**src/hw/rtl/ir_pulse_width_command_decoder_top_macros.svh**
```systemverilog
// ============================================================================
// IR pulse-width decoder assertion macros
// Shared concurrent assertion helpers, clocked on clk_i and disabled in reset.
// ============================================================================
`ifndef IR_PULSE_WIDTH_COMMAND_DECODER_TOP_MACROS_SVH
`define IR_PULSE_WIDTH_COMMAND_DECODER_TOP_MACROS_SVH

// A property that must hold at every clock edge outside reset.
`define IPWD_ASSERT_ALWAYS(lbl, prop, msg) \
  lbl: assert property (@(posedge clk_i) disable iff (!rst_ni) (prop)) else $error(msg);

// An implication checked in the same cycle.
`define IPWD_ASSERT_IMPL(lbl, ante, cons, msg) \
  lbl: assert property (@(posedge clk_i) disable iff (!rst_ni) (ante) |-> (cons)) \
    else $error(msg);

// An implication whose consequent is checked in the next cycle.
`define IPWD_ASSERT_NEXT(lbl, ante, cons, msg) \
  lbl: assert property (@(posedge clk_i) disable iff (!rst_ni) (ante) |=> (cons)) \
    else $error(msg);

`endif

```
**src/hw/rtl/ipwd_pkg.sv**
```systemverilog
// ============================================================================
// IR pulse-width decoder package
// Types and fixed constants shared by the decoder modules.
// ============================================================================
`timescale 1ns / 1ps
`default_nettype none

package ipwd_pkg;

  // Configuration register indexes.
  typedef enum logic [2:0] {
    CFG_START_LEN   = 3'd0,
    CFG_MIN_LEN     = 3'd1,
    CFG_SHORT_SPACE = 3'd2,
    CFG_SHORT_FILL  = 3'd3,
    CFG_LONG_SPACE  = 3'd4,
    CFG_LONG_FILL   = 3'd5,
    CFG_TOLERANCE   = 3'd6
  } cfg_idx_e;

  localparam int unsigned CfgIdxW  = 3;
  localparam int unsigned CfgDataW = 8;

  // Register reset values.
  localparam logic [7:0] StartLenRst   = 8'd29;
  localparam logic [7:0] MinLenRst     = 8'd9;
  localparam logic [6:0] ShortSpaceRst = 7'd10;
  localparam logic [6:0] ShortFillRst  = 7'd17;
  localparam logic [6:0] LongSpaceRst  = 7'd23;
  localparam logic [6:0] LongFillRst   = 7'd30;
  localparam logic [6:0] ToleranceRst  = 7'd2;

  // Counter overflow point and repeat limit.
  localparam logic [7:0] CountMax    = 8'hFF;
  localparam logic [1:0] RepeatLimit = 2'd3;

  // Interval classes in priority order.
  typedef enum logic [2:0] {
    CLS_SHORT_SPACE = 3'd0,
    CLS_SHORT_FILL  = 3'd1,
    CLS_LONG_SPACE  = 3'd2,
    CLS_LONG_FILL   = 3'd3,
    CLS_NONE        = 3'd4
  } cls_e;

  // Nominal widths and matching tolerance.
  typedef struct packed {
    logic [6:0] short_space;
    logic [6:0] short_fill;
    logic [6:0] long_space;
    logic [6:0] long_fill;
    logic [6:0] tolerance;
  } widths_t;

  // One result item.
  typedef struct packed {
    logic       code_valid;
    logic [7:0] code_value;
    logic       is_recording;
    logic       idle_led;
    logic       frame_led;
  } result_t;

endpackage

`default_nettype wire

```
**src/hw/rtl/ipwd_in_if.sv**
```systemverilog
// ============================================================================
// IR pulse-width decoder input channel
// Valid/ready channel carrying one sampled line level per request.
// ============================================================================
`timescale 1ns / 1ps
`default_nettype none

interface ipwd_in_if;
  logic valid;
  logic ready;
  logic line_level;

  modport source (output valid, output line_level, input ready);
  modport sink   (input valid, input line_level, output ready);
endinterface

`default_nettype wire

```
**src/hw/rtl/ipwd_out_if.sv**
```systemverilog
// ============================================================================
// IR pulse-width decoder output channel
// Valid/ready channel carrying one decoder result per request.
// ============================================================================
`timescale 1ns / 1ps
`default_nettype none

interface ipwd_out_if;
  logic       valid;
  logic       ready;
  logic       code_valid;
  logic [7:0] code_value;
  logic       is_recording;
  logic       idle_led;
  logic       frame_led;

  modport source (output valid, output code_valid, output code_value,
                  output is_recording, output idle_led, output frame_led,
                  input ready);
  modport sink   (input valid, input code_valid, input code_value,
                  input is_recording, input idle_led, input frame_led,
                  output ready);
endinterface

`default_nettype wire

```
**src/hw/rtl/ipwd_classify.sv**
```systemverilog
// ============================================================================
// IR pulse-width interval classifier
// Matches a 7-bit interval against four nominal widths within a tolerance.
// ============================================================================
`timescale 1ns / 1ps
`default_nettype none

module ipwd_classify (
  input  logic [6:0]       interval_i,
  input  ipwd_pkg::widths_t widths_i,
  output ipwd_pkg::cls_e   cls_o
);
  import ipwd_pkg::*;

  logic near_ss, near_sf, near_ls, near_lf;

  function automatic logic near_width(input logic [6:0] t, input logic [6:0] nominal,
                                      input logic [6:0] tol);
    logic [6:0] diff;
    diff = (t > nominal) ? (t - nominal) : (nominal - t);
    return diff <= tol;
  endfunction

  // The four distance checks run side by side.
  assign near_ss = near_width(interval_i, widths_i.short_space, widths_i.tolerance);
  assign near_sf = near_width(interval_i, widths_i.short_fill, widths_i.tolerance);
  assign near_ls = near_width(interval_i, widths_i.long_space, widths_i.tolerance);
  assign near_lf = near_width(interval_i, widths_i.long_fill, widths_i.tolerance);

  // The first match in priority order wins.
  always_comb begin
    if (near_ss) begin
      cls_o = CLS_SHORT_SPACE;
    end else if (near_sf) begin
      cls_o = CLS_SHORT_FILL;
    end else if (near_ls) begin
      cls_o = CLS_LONG_SPACE;
    end else if (near_lf) begin
      cls_o = CLS_LONG_FILL;
    end else begin
      cls_o = CLS_NONE;
    end
  end

endmodule

`default_nettype wire

```
**src/hw/rtl/ipwd_out_buf.sv**
```systemverilog
// ============================================================================
// IR pulse-width decoder output buffer
// Output register plus skid entry, so the ready path is fully registered.
// ============================================================================
`timescale 1ns / 1ps
`default_nettype none

module ipwd_out_buf (
  input  logic              clk_i,
  input  logic              rst_ni,
  input  logic              push_i,
  output logic              ready_o,
  input  ipwd_pkg::result_t data_i,
  output logic              valid_o,
  input  logic              pop_ready_i,
  output ipwd_pkg::result_t data_o
);
  import ipwd_pkg::*;

  logic    out_valid_d, out_valid_q;
  logic    skid_valid_d, skid_valid_q;
  result_t out_d, out_q;
  result_t skid_d, skid_q;
  logic    out_free;

  // New requests are taken whenever the skid entry is empty.
  assign ready_o  = !skid_valid_q;
  assign out_free = !out_valid_q || pop_ready_i;

  // Refill the output stage from the skid entry first, then from the input.
  always_comb begin
    out_valid_d  = out_valid_q;
    skid_valid_d = skid_valid_q;
    out_d        = out_q;
    skid_d       = skid_q;
    if (out_free) begin
      if (skid_valid_q) begin
        out_valid_d  = 1'b1;
        out_d        = skid_q;
        skid_valid_d = 1'b0;
      end else begin
        out_valid_d = push_i;
        out_d       = data_i;
      end
    end else if (push_i) begin
      skid_valid_d = 1'b1;
      skid_d       = data_i;
    end
  end

  always_ff @(posedge clk_i or negedge rst_ni) begin
    if (!rst_ni) begin
      out_valid_q  <= 1'b0;
      skid_valid_q <= 1'b0;
    end else begin
      out_valid_q  <= out_valid_d;
      skid_valid_q <= skid_valid_d;
    end
  end

  always_ff @(posedge clk_i) begin
    out_q  <= out_d;
    skid_q <= skid_d;
  end

  assign valid_o = out_valid_q;
  assign data_o  = out_q;

endmodule

`default_nettype wire

```
**src/hw/rtl/ir_pulse_width_command_decoder_top.sv**
```systemverilog
// Each result is registered into the output register, or the skid entry if the output stalls.
// Throughput: one sample per cycle while the skid entry is free; the state update is a single registered pass.
// The output register and skid entry keep requests flowing while one result waits.
// Reset returns all decoder state to its reset values and loads the register defaults at once.
// No clearing pass: samples are taken from the first cycle after reset.
// ============================================================================
// IR pulse-width command decoder, top level
// Measures intervals between line edges, decodes frames into 8-bit command
// codes on the fly, and suppresses repeated codes.
// ============================================================================
`timescale 1ns / 1ps
`default_nettype none

`include "ir_pulse_width_command_decoder_top_macros.svh"

module ir_pulse_width_command_decoder_top #(
  parameter int unsigned MAX_PULSES = 100
) (
  input  logic                          clk_i,
  input  logic                          rst_ni,
  ipwd_in_if.sink                       in_i,
  ipwd_out_if.source                    out_o,
  input  logic                          cfg_we_i,
  input  logic [ipwd_pkg::CfgIdxW-1:0]  cfg_idx_i,
  input  logic [ipwd_pkg::CfgDataW-1:0] cfg_wdata_i
);
  import ipwd_pkg::*;

  localparam int unsigned PidxW = $clog2(MAX_PULSES + 1);

  // Configuration registers.
  logic [7:0] start_len_q, min_len_q;
  widths_t    widths_q;

  // Decoder state.
  logic             prev_d, prev_q;
  logic [7:0]       cnt_d, cnt_q;
  logic             run_d, run_q;
  logic             rec_d, rec_q;
  logic [PidxW-1:0] pidx_d, pidx_q;
  logic [7:0]       word_d, word_q;
  logic             bit_d, bit_q;
  logic             stop_d, stop_q;
  logic [7:0]       last_d, last_q;
  logic [1:0]       rep_d, rep_q;
  logic             idle_led_d, idle_led_q;
  logic             frame_led_d, frame_led_q;

  logic       acc;
  logic       level;
  logic [7:0] interval;
  logic [1:0] rep_inc;
  cls_e       cls;
  result_t    res;
  result_t    buf_data;
  logic       buf_ready;

  assign acc      = in_i.valid && in_i.ready;
  assign level    = in_i.line_level;
  assign interval = run_q ? cnt_q : 8'd0;
  assign rep_inc  = rep_q + 2'd1;

  // Configuration writes; unknown indexes are dropped.
  always_ff @(posedge clk_i or negedge rst_ni) begin
    if (!rst_ni) begin
      start_len_q          <= StartLenRst;
      min_len_q            <= MinLenRst;
      widths_q.short_space <= ShortSpaceRst;
      widths_q.short_fill  <= ShortFillRst;
      widths_q.long_space  <= LongSpaceRst;
      widths_q.long_fill   <= LongFillRst;
      widths_q.tolerance   <= ToleranceRst;
    end else if (cfg_we_i) begin
      case (cfg_idx_i)
        CFG_START_LEN:   start_len_q          <= cfg_wdata_i;
        CFG_MIN_LEN:     min_len_q            <= cfg_wdata_i;
        CFG_SHORT_SPACE: widths_q.short_space <= cfg_wdata_i[6:0];
        CFG_SHORT_FILL:  widths_q.short_fill  <= cfg_wdata_i[6:0];
        CFG_LONG_SPACE:  widths_q.long_space  <= cfg_wdata_i[6:0];
        CFG_LONG_FILL:   widths_q.long_fill   <= cfg_wdata_i[6:0];
        CFG_TOLERANCE:   widths_q.tolerance   <= cfg_wdata_i[6:0];
        default: ;
      endcase
    end
  end

  // Interval classification on the low seven bits.
  ipwd_classify u_classify (
    .interval_i (interval[6:0]),
    .widths_i   (widths_q),
    .cls_o      (cls)
  );

  // Per-sample state update and result.
  always_comb begin
    prev_d         = level;
    cnt_d          = cnt_q;
    run_d          = run_q;
    rec_d          = rec_q;
    pidx_d         = pidx_q;
    word_d         = word_q;
    bit_d          = bit_q;
    stop_d         = stop_q;
    last_d         = last_q;
    rep_d          = rep_q;
    idle_led_d     = idle_led_q;
    frame_led_d    = frame_led_q;
    res.code_valid = 1'b0;
    res.code_value = 8'd0;

    if (level != prev_q) begin
      // Edge: restart the interval counter.
      cnt_d = 8'd0;
      run_d = 1'b1;
      if (rec_q) begin
        if (interval < min_len_q) begin
          rec_d = 1'b0;
        end else if (pidx_q < PidxW'(MAX_PULSES)) begin
          pidx_d = pidx_q + PidxW'(1);
          if (!stop_q) begin
            case (cls)
              CLS_SHORT_SPACE: word_d = {word_q[6:0], bit_q};
              CLS_SHORT_FILL:  ;
              CLS_LONG_SPACE: begin
                bit_d  = 1'b1;
                word_d = {word_q[6:0], 1'b1};
              end
              CLS_LONG_FILL: begin
                bit_d  = 1'b0;
                word_d = {word_q[6:0], 1'b0};
              end
              default: stop_d = 1'b1;
            endcase
          end
        end
      end else if (level) begin
        // Rising edge after a long enough gap opens a frame.
        if (interval > start_len_q) begin
          pidx_d      = PidxW'(1);
          word_d      = 8'd0;
          bit_d       = 1'b0;
          stop_d      = 1'b0;
          rec_d       = 1'b1;
          frame_led_d = 1'b1;
        end
        idle_led_d = 1'b0;
      end else begin
        idle_led_d  = 1'b1;
        frame_led_d = 1'b0;
      end
    end else if (run_q) begin
      if (cnt_q == CountMax) begin
        // Counter overflow: stop, and close any open frame.
        cnt_d = 8'd0;
        run_d = 1'b0;
        if (rec_q) begin
          rec_d = 1'b0;
          if (word_q[7]) begin
            if (word_q != last_q) begin
              last_d         = word_q;
              rep_d          = 2'd1;
              res.code_valid = 1'b1;
              res.code_value = word_q;
            end else if (rep_inc == RepeatLimit) begin
              rep_d  = 2'd0;
              last_d = 8'd0;
            end else begin
              rep_d = rep_inc;
            end
          end
        end
      end else begin
        cnt_d = cnt_q + 8'd1;
      end
    end

    res.is_recording = rec_d;
    res.idle_led     = idle_led_d;
    res.frame_led    = frame_led_d;
  end

  // State registers advance on each accepted request.
  always_ff @(posedge clk_i or negedge rst_ni) begin
    if (!rst_ni) begin
      prev_q      <= 1'b1;
      cnt_q       <= 8'd0;
      run_q       <= 1'b0;
      rec_q       <= 1'b0;
      pidx_q      <= '0;
      word_q      <= 8'd0;
      bit_q       <= 1'b0;
      stop_q      <= 1'b0;
      last_q      <= 8'd0;
      rep_q       <= 2'd0;
      idle_led_q  <= 1'b0;
      frame_led_q <= 1'b0;
    end else if (acc) begin
      prev_q      <= prev_d;
      cnt_q       <= cnt_d;
      run_q       <= run_d;
      rec_q       <= rec_d;
      pidx_q      <= pidx_d;
      word_q      <= word_d;
      bit_q       <= bit_d;
      stop_q      <= stop_d;
      last_q      <= last_d;
      rep_q       <= rep_d;
      idle_led_q  <= idle_led_d;
      frame_led_q <= frame_led_d;
    end
  end

  // Result register with skid entry.
  ipwd_out_buf u_out_buf (
    .clk_i       (clk_i),
    .rst_ni      (rst_ni),
    .push_i      (acc),
    .ready_o     (buf_ready),
    .data_i      (res),
    .valid_o     (out_o.valid),
    .pop_ready_i (out_o.ready),
    .data_o      (buf_data)
  );

  assign in_i.ready         = buf_ready;
  assign out_o.code_valid   = buf_data.code_valid;
  assign out_o.code_value   = buf_data.code_value;
  assign out_o.is_recording = buf_data.is_recording;
  assign out_o.idle_led     = buf_data.idle_led;
  assign out_o.frame_led    = buf_data.frame_led;

  // Assertions.
  `IPWD_ASSERT_IMPL(a_code_msb, acc && res.code_valid, res.code_value[7], "code without MSB")
  `IPWD_ASSERT_NEXT(a_emit_ends_frame, acc && res.code_valid, !rec_q, "frame open after code")
  `IPWD_ASSERT_IMPL(a_stopped_clear, !run_q, cnt_q == 8'd0, "stopped counter not clear")
  `IPWD_ASSERT_ALWAYS(a_pidx_range, pidx_q <= PidxW'(MAX_PULSES), "pulse index out of range")
  `IPWD_ASSERT_ALWAYS(a_rep_range, rep_q != RepeatLimit, "repeat count at limit")

endmodule

`default_nettype wire

```
**src/flat_wrapper.sv**
```systemverilog
// flat-port wrapper written by rule: the top's interface ports become plain ports
module ir_pulse_width_command_decoder_top_flat import ipwd_pkg::*;
#(
  parameter int unsigned MAX_PULSES = 100
)
  (clk_i, rst_ni, cfg_we_i, cfg_idx_i, cfg_wdata_i, in_i_valid, in_i_line_level, in_i_ready, out_o_valid, out_o_code_valid, out_o_code_value, out_o_is_recording, out_o_idle_led, out_o_frame_led, out_o_ready);
  ipwd_in_if in_i_i ();
  ipwd_out_if out_o_i ();
  input  logic clk_i;
  input  logic rst_ni;
  input  logic cfg_we_i;
  input  logic [ipwd_pkg::CfgIdxW-1:0] cfg_idx_i;
  input  logic [ipwd_pkg::CfgDataW-1:0] cfg_wdata_i;
  input wire logic [$bits(in_i_i.valid)-1:0] in_i_valid;
  input wire logic [$bits(in_i_i.line_level)-1:0] in_i_line_level;
  output wire logic [$bits(in_i_i.ready)-1:0] in_i_ready;
  output wire logic [$bits(out_o_i.valid)-1:0] out_o_valid;
  output wire logic [$bits(out_o_i.code_valid)-1:0] out_o_code_valid;
  output wire logic [$bits(out_o_i.code_value)-1:0] out_o_code_value;
  output wire logic [$bits(out_o_i.is_recording)-1:0] out_o_is_recording;
  output wire logic [$bits(out_o_i.idle_led)-1:0] out_o_idle_led;
  output wire logic [$bits(out_o_i.frame_led)-1:0] out_o_frame_led;
  input wire logic [$bits(out_o_i.ready)-1:0] out_o_ready;
  assign in_i_i.valid = in_i_valid;
  assign in_i_i.line_level = in_i_line_level;
  assign in_i_ready = in_i_i.ready;
  assign out_o_valid = out_o_i.valid;
  assign out_o_code_valid = out_o_i.code_valid;
  assign out_o_code_value = out_o_i.code_value;
  assign out_o_is_recording = out_o_i.is_recording;
  assign out_o_idle_led = out_o_i.idle_led;
  assign out_o_frame_led = out_o_i.frame_led;
  assign out_o_i.ready = out_o_ready;
  ir_pulse_width_command_decoder_top #(.MAX_PULSES(MAX_PULSES)) u_core (.clk_i(clk_i), .rst_ni(rst_ni), .in_i(in_i_i), .out_o(out_o_i), .cfg_we_i(cfg_we_i), .cfg_idx_i(cfg_idx_i), .cfg_wdata_i(cfg_wdata_i));
endmodule
```
**config.mk**
```make
export PLATFORM = sky130hd
export DESIGN_NAME = ir_pulse_width_command_decoder_top_flat
export DESIGN_NICKNAME = d
export VERILOG_FILES = /design/src/hw/rtl/ipwd_pkg.sv /design/src/hw/rtl/ipwd_in_if.sv /design/src/hw/rtl/ipwd_out_if.sv /design/src/hw/rtl/ipwd_classify.sv /design/src/hw/rtl/ipwd_out_buf.sv /design/src/hw/rtl/ir_pulse_width_command_decoder_top.sv /design/src/flat_wrapper.sv
export VERILOG_INCLUDE_DIRS = /design/src /design/src/hw/rtl
export SDC_FILE = /design/constraint.sdc
export NUM_CORES = 1
export LEC_CHECK = 0
export BUFFER_PORTS_ARGS = -buffer_cell sky130_fd_sc_hd__buf_2
export CELL_PAD_IN_SITES_DETAIL_PLACEMENT = 1
export CELL_PAD_IN_SITES_GLOBAL_PLACEMENT = 1
export CORE_ASPECT_RATIO = 1.4
export CORE_MARGIN = 2
export CORE_UTILIZATION = 50
export DETAILED_ROUTE_END_ITERATION = 6
export HOLD_SLACK_MARGIN = 0.15
export PLACE_DENSITY = 0.94
export SKIP_LAST_GASP = 1
export SYNTH_ARGS = -nofsm -noshare
export SYNTH_HDL_FRONTEND = slang
export SYNTH_SLANG_ARGS = --single-unit
```
**constraint.sdc**
```tcl
create_clock -name clk_i -period 5.54 [get_ports clk_i]
set_input_delay 0 -clock clk_i [delete_from_list [all_inputs] [get_ports clk_i]]
set_output_delay 0 -clock clk_i [all_outputs]
set_load 0.02 [all_outputs]
```
==> flow_summary.toml <==
[sta]
hold_viol = 0
worst_pin_slew_ns = 1.37
fmax_ghz = 0.189
setup_viol = 0
finalCritPeriodShare_pct = 95.3
fin_setup_tns_ns = 0
min_period_ns = 5.28
slew_headroom_pct = 7.92
fin_skew_ns = 0.0186
rsz0062_at_grt = "no"
maxSlewViolCount = 0

[route]
wl_per_cell_um = 27.3
drt-initial-drc-count = 750
wl_um = 30700
antenna_left = 0
drc_errors = 0
first_pass_iters = 6
vias_per_cell = 6.85
vias = 7720

[global_routing]
grt_pass1_vias = 8261
grt_overflow_total = 0
grt_max_degree = 58
grt_pass1_wl_um = 47400
grt_use_total_pct = 35.7
antenna_found_initial = 0

[yosys]
synth_edf_count = 22
ys_types = 77
synth_warnings = 0
synth_fp_nets = 966
ys.flop_type = "dfrtp_1"
seq_area_frac_synth_pct = 36.4
ys_ff_latch = 115
syn_area_per_cell_um2 = 9.44
postSynthCellCount = 877
synth_area_um2 = 8280
synth-async-reset-ratio_pct = 80.9

[floorplan]
core_area_um2 = 16200
dieArea_um2 = 17600
row_count = 55
io_pins = 31
dieWidth_um = 113
die_h_um = 156
start_util_pct = 51.2

[layout]
diodes = 0
multi_input_area_um2 = 4840
drive_above_1_share_pct = 17.5
syn2layout_area_growth_pct = 12.8
final_cell_mix = "nand2_1, dfrtp_1, ha_1"
fin_area_um2 = 9340
seqCellArea_um2 = 3010
layout_commonest_cell = "nand2_1"
fin_nets = 1004
final_util_pct = 57.8
finalNonFillerCells = 1127
fill_cells = 1776

[cts]
h-tree-depth = 4
insertion_delay_ns = 0.45
clock_path_buffers = 2
numCtsBuffers = 17
cts_sinks = 115
path_clk_slew_ns = 0.06
clock-root-buffer = "clkbuf_16"
cts_tree = "done"
post_cts_buffers = 0

[hold_path]
hp-class = "input pin to flop"

[placed_design]
gp_congestion = 0.940
port-buffer-count = 30
place_area_um2 = 8590
hpwl_um = 18000
placed_cells = 1080

[critical_path]
crit_arrival_ns = 5.61
cp-start-kind = "flop"
cp_data_required_time_ns = 5.87
critPathKind = "flop to flop"
cp-end-kind = "flop"
cp_max_fo = 22

[power_and_ir_drop]
powerDensity_nw_per_um2 = 446
leakagePower_nw = 4.06
peakVddDrop_mv = 0.356

[run]
cap_violations = 0

[outcome]
outcome = "completed"
## report_power, final
part / leakage (nW) / internal [mW] / switching, mW
registers: 1.35 / 1.02 / 0.185
clock network: 0.286 / 0.693 / 0.448
logic: 2.43 / 0.737 / 1.09
total: 4.06 / 2.45 / 1.72
## worst max-delay path: stages (launching register included)
cell and delay [ns]:
dfrtp_1 0.56, buf_4 0.35, nand2_2 0.25, ha_1 0.54, nand3b_1 0.11, o21ai_0 0.12, a32oi_1 0.12, a2111oi_1 0.60
or2_1 0.37, mux2i_1 0.34, xor2_1 0.12, ha_1 0.29, nand4_1 0.12, a21oi_1 0.19, o22ai_1 0.18, a211o_1 0.34
a31o_4 0.27, a22o_1 0.24
## registers in the layout (all words and copies together) (netlist names)
name,flops
u_core.prev_q,1
u_core.pidx_q,7
u_core.stop_q,1
u_core.frame_led_q,1
u_core.u_out_buf.data_o,11
u_core.min_len_q,8
u_core.run_q,1
u_core.word_q,8
u_core.cnt_q,8
u_core.rec_q,1
u_core.idle_led_q,1
u_core.u_out_buf.valid_o,1
u_core.bit_q,1
u_core.start_len_q,8
u_core.u_out_buf.skid_q,11
u_core.last_q,8
u_core.widths_q,35
u_core.rep_q,2
u_core.u_out_buf.skid_valid_q,1
## layout make-up
type	count	share of cell area, %
clock buffers	22	5.08
clock inverters	10	1.17
inverters	68	2.73
multi-input cells	656	51.8
flip-flops and latches	115	32.3
well taps	199	2.67
repair buffers	57	4.31
## cells by family after synthesis
group                    synth area share [%]
buffers and inverters                    5.20
XOR/XNOR                                 4.34
AND/OR/NAND/NOR                          15.3
AO/OA/AOI/OAI                            17.4
multiplexers                             8.83
flip-flops                               36.4
adder cells (fa/ha/maj)                  12.5
## path summary, 6_finish.rpt
kind,start,endpoint,slack (ns),cells past startpoint
worst max-delay path,u_core.run_q,u_core.word_q[5],0.26,17
worst min-delay path,cfg_idx_i[0],u_core.start_len_q[4],0.16,5
worst max register to register,u_core.run_q,u_core.word_q[5],0.26,17
worst min register to register,u_core.last_q[6],u_core.last_q[6],0.50,2
max in group asynchronous,rst_ni,u_core.widths_q[5],4.48,3
min in group asynchronous,rst_ni,u_core.min_len_q[0],0.23,2
## timing repair
| action | in CTS | in global routing |
|---|---|---|
| setup endpoints to repair | 0 | 2 |
| hold buffers | 15 | 0 |
| hold endpoints to repair | 94 | 0 |
| resized for setup | 0 | 1 |
## routing by layer
| metal | up-vias | global-route usage [%] | wire length [µm] |
|---|---|---|---|
| li1 | 3240 | - | - |
| met1 | 3831 | 37.2 | 10800 |
| met2 | 465 | 60.9 | 15200 |
| met3 | 184 | 8.13 | 1920 |
| met4 | 0 | 29.8 | 2870 |
| met5 | - | 0 | 0 |
## per-stage QoR
stage,power [mW],setup WS (ns),hold slack (ns)
2_1_floorplan,2.36,1.01,-0.296
3_3_place_gp,2.71,0.807,-0.0136
3_5_place_dp,2.82,0.488,-0.00772
4_1_cts,4.01,0.414,0.159
5_1_grt,4.35,0.0970,0.178
6_report,4.16,0.260,0.158
## synthesized netlist by cell type (6+ instances only)
master | number | area share (%)
a21o_1 | 12 | 1.1
a21oi_1 | 29 | 1.8
a221oi_1 | 7 | 0.74
a22o_1 | 9 | 0.95
a31oi_1 | 8 | 0.60
a41oi_1 | 6 | 0.63
and2_1 | 16 | 1.2
buf_2 | 13 | 0.79
clkbuf_1 | 21 | 0.95
dfrtp_1 | 73 | 22
dfstp_2 | 20 | 6.3
edfxtp_1 | 22 | 8.0
ha_1 | 70 | 11
inv_1 | 67 | 3.0
maj3_1 | 6 | 0.73
mux2_2 | 48 | 6.5
mux2i_1 | 19 | 2.3
nand2_1 | 95 | 4.3
nand2b_1 | 15 | 1.1
nand3_1 | 13 | 0.79
nand3b_1 | 7 | 0.63
nand4_1 | 12 | 0.91
nor2_1 | 41 | 1.9
nor2b_1 | 6 | 0.45
nor3_1 | 13 | 0.79
o21a_1 | 8 | 0.73
o21ai_0 | 64 | 3.9
o221ai_1 | 6 | 0.63
o22ai_1 | 8 | 0.60
o31ai_1 | 7 | 0.63
xnor2_1 | 34 | 3.6
xor2_1 | 7 | 0.74
(Power assumes the default switching activity.)
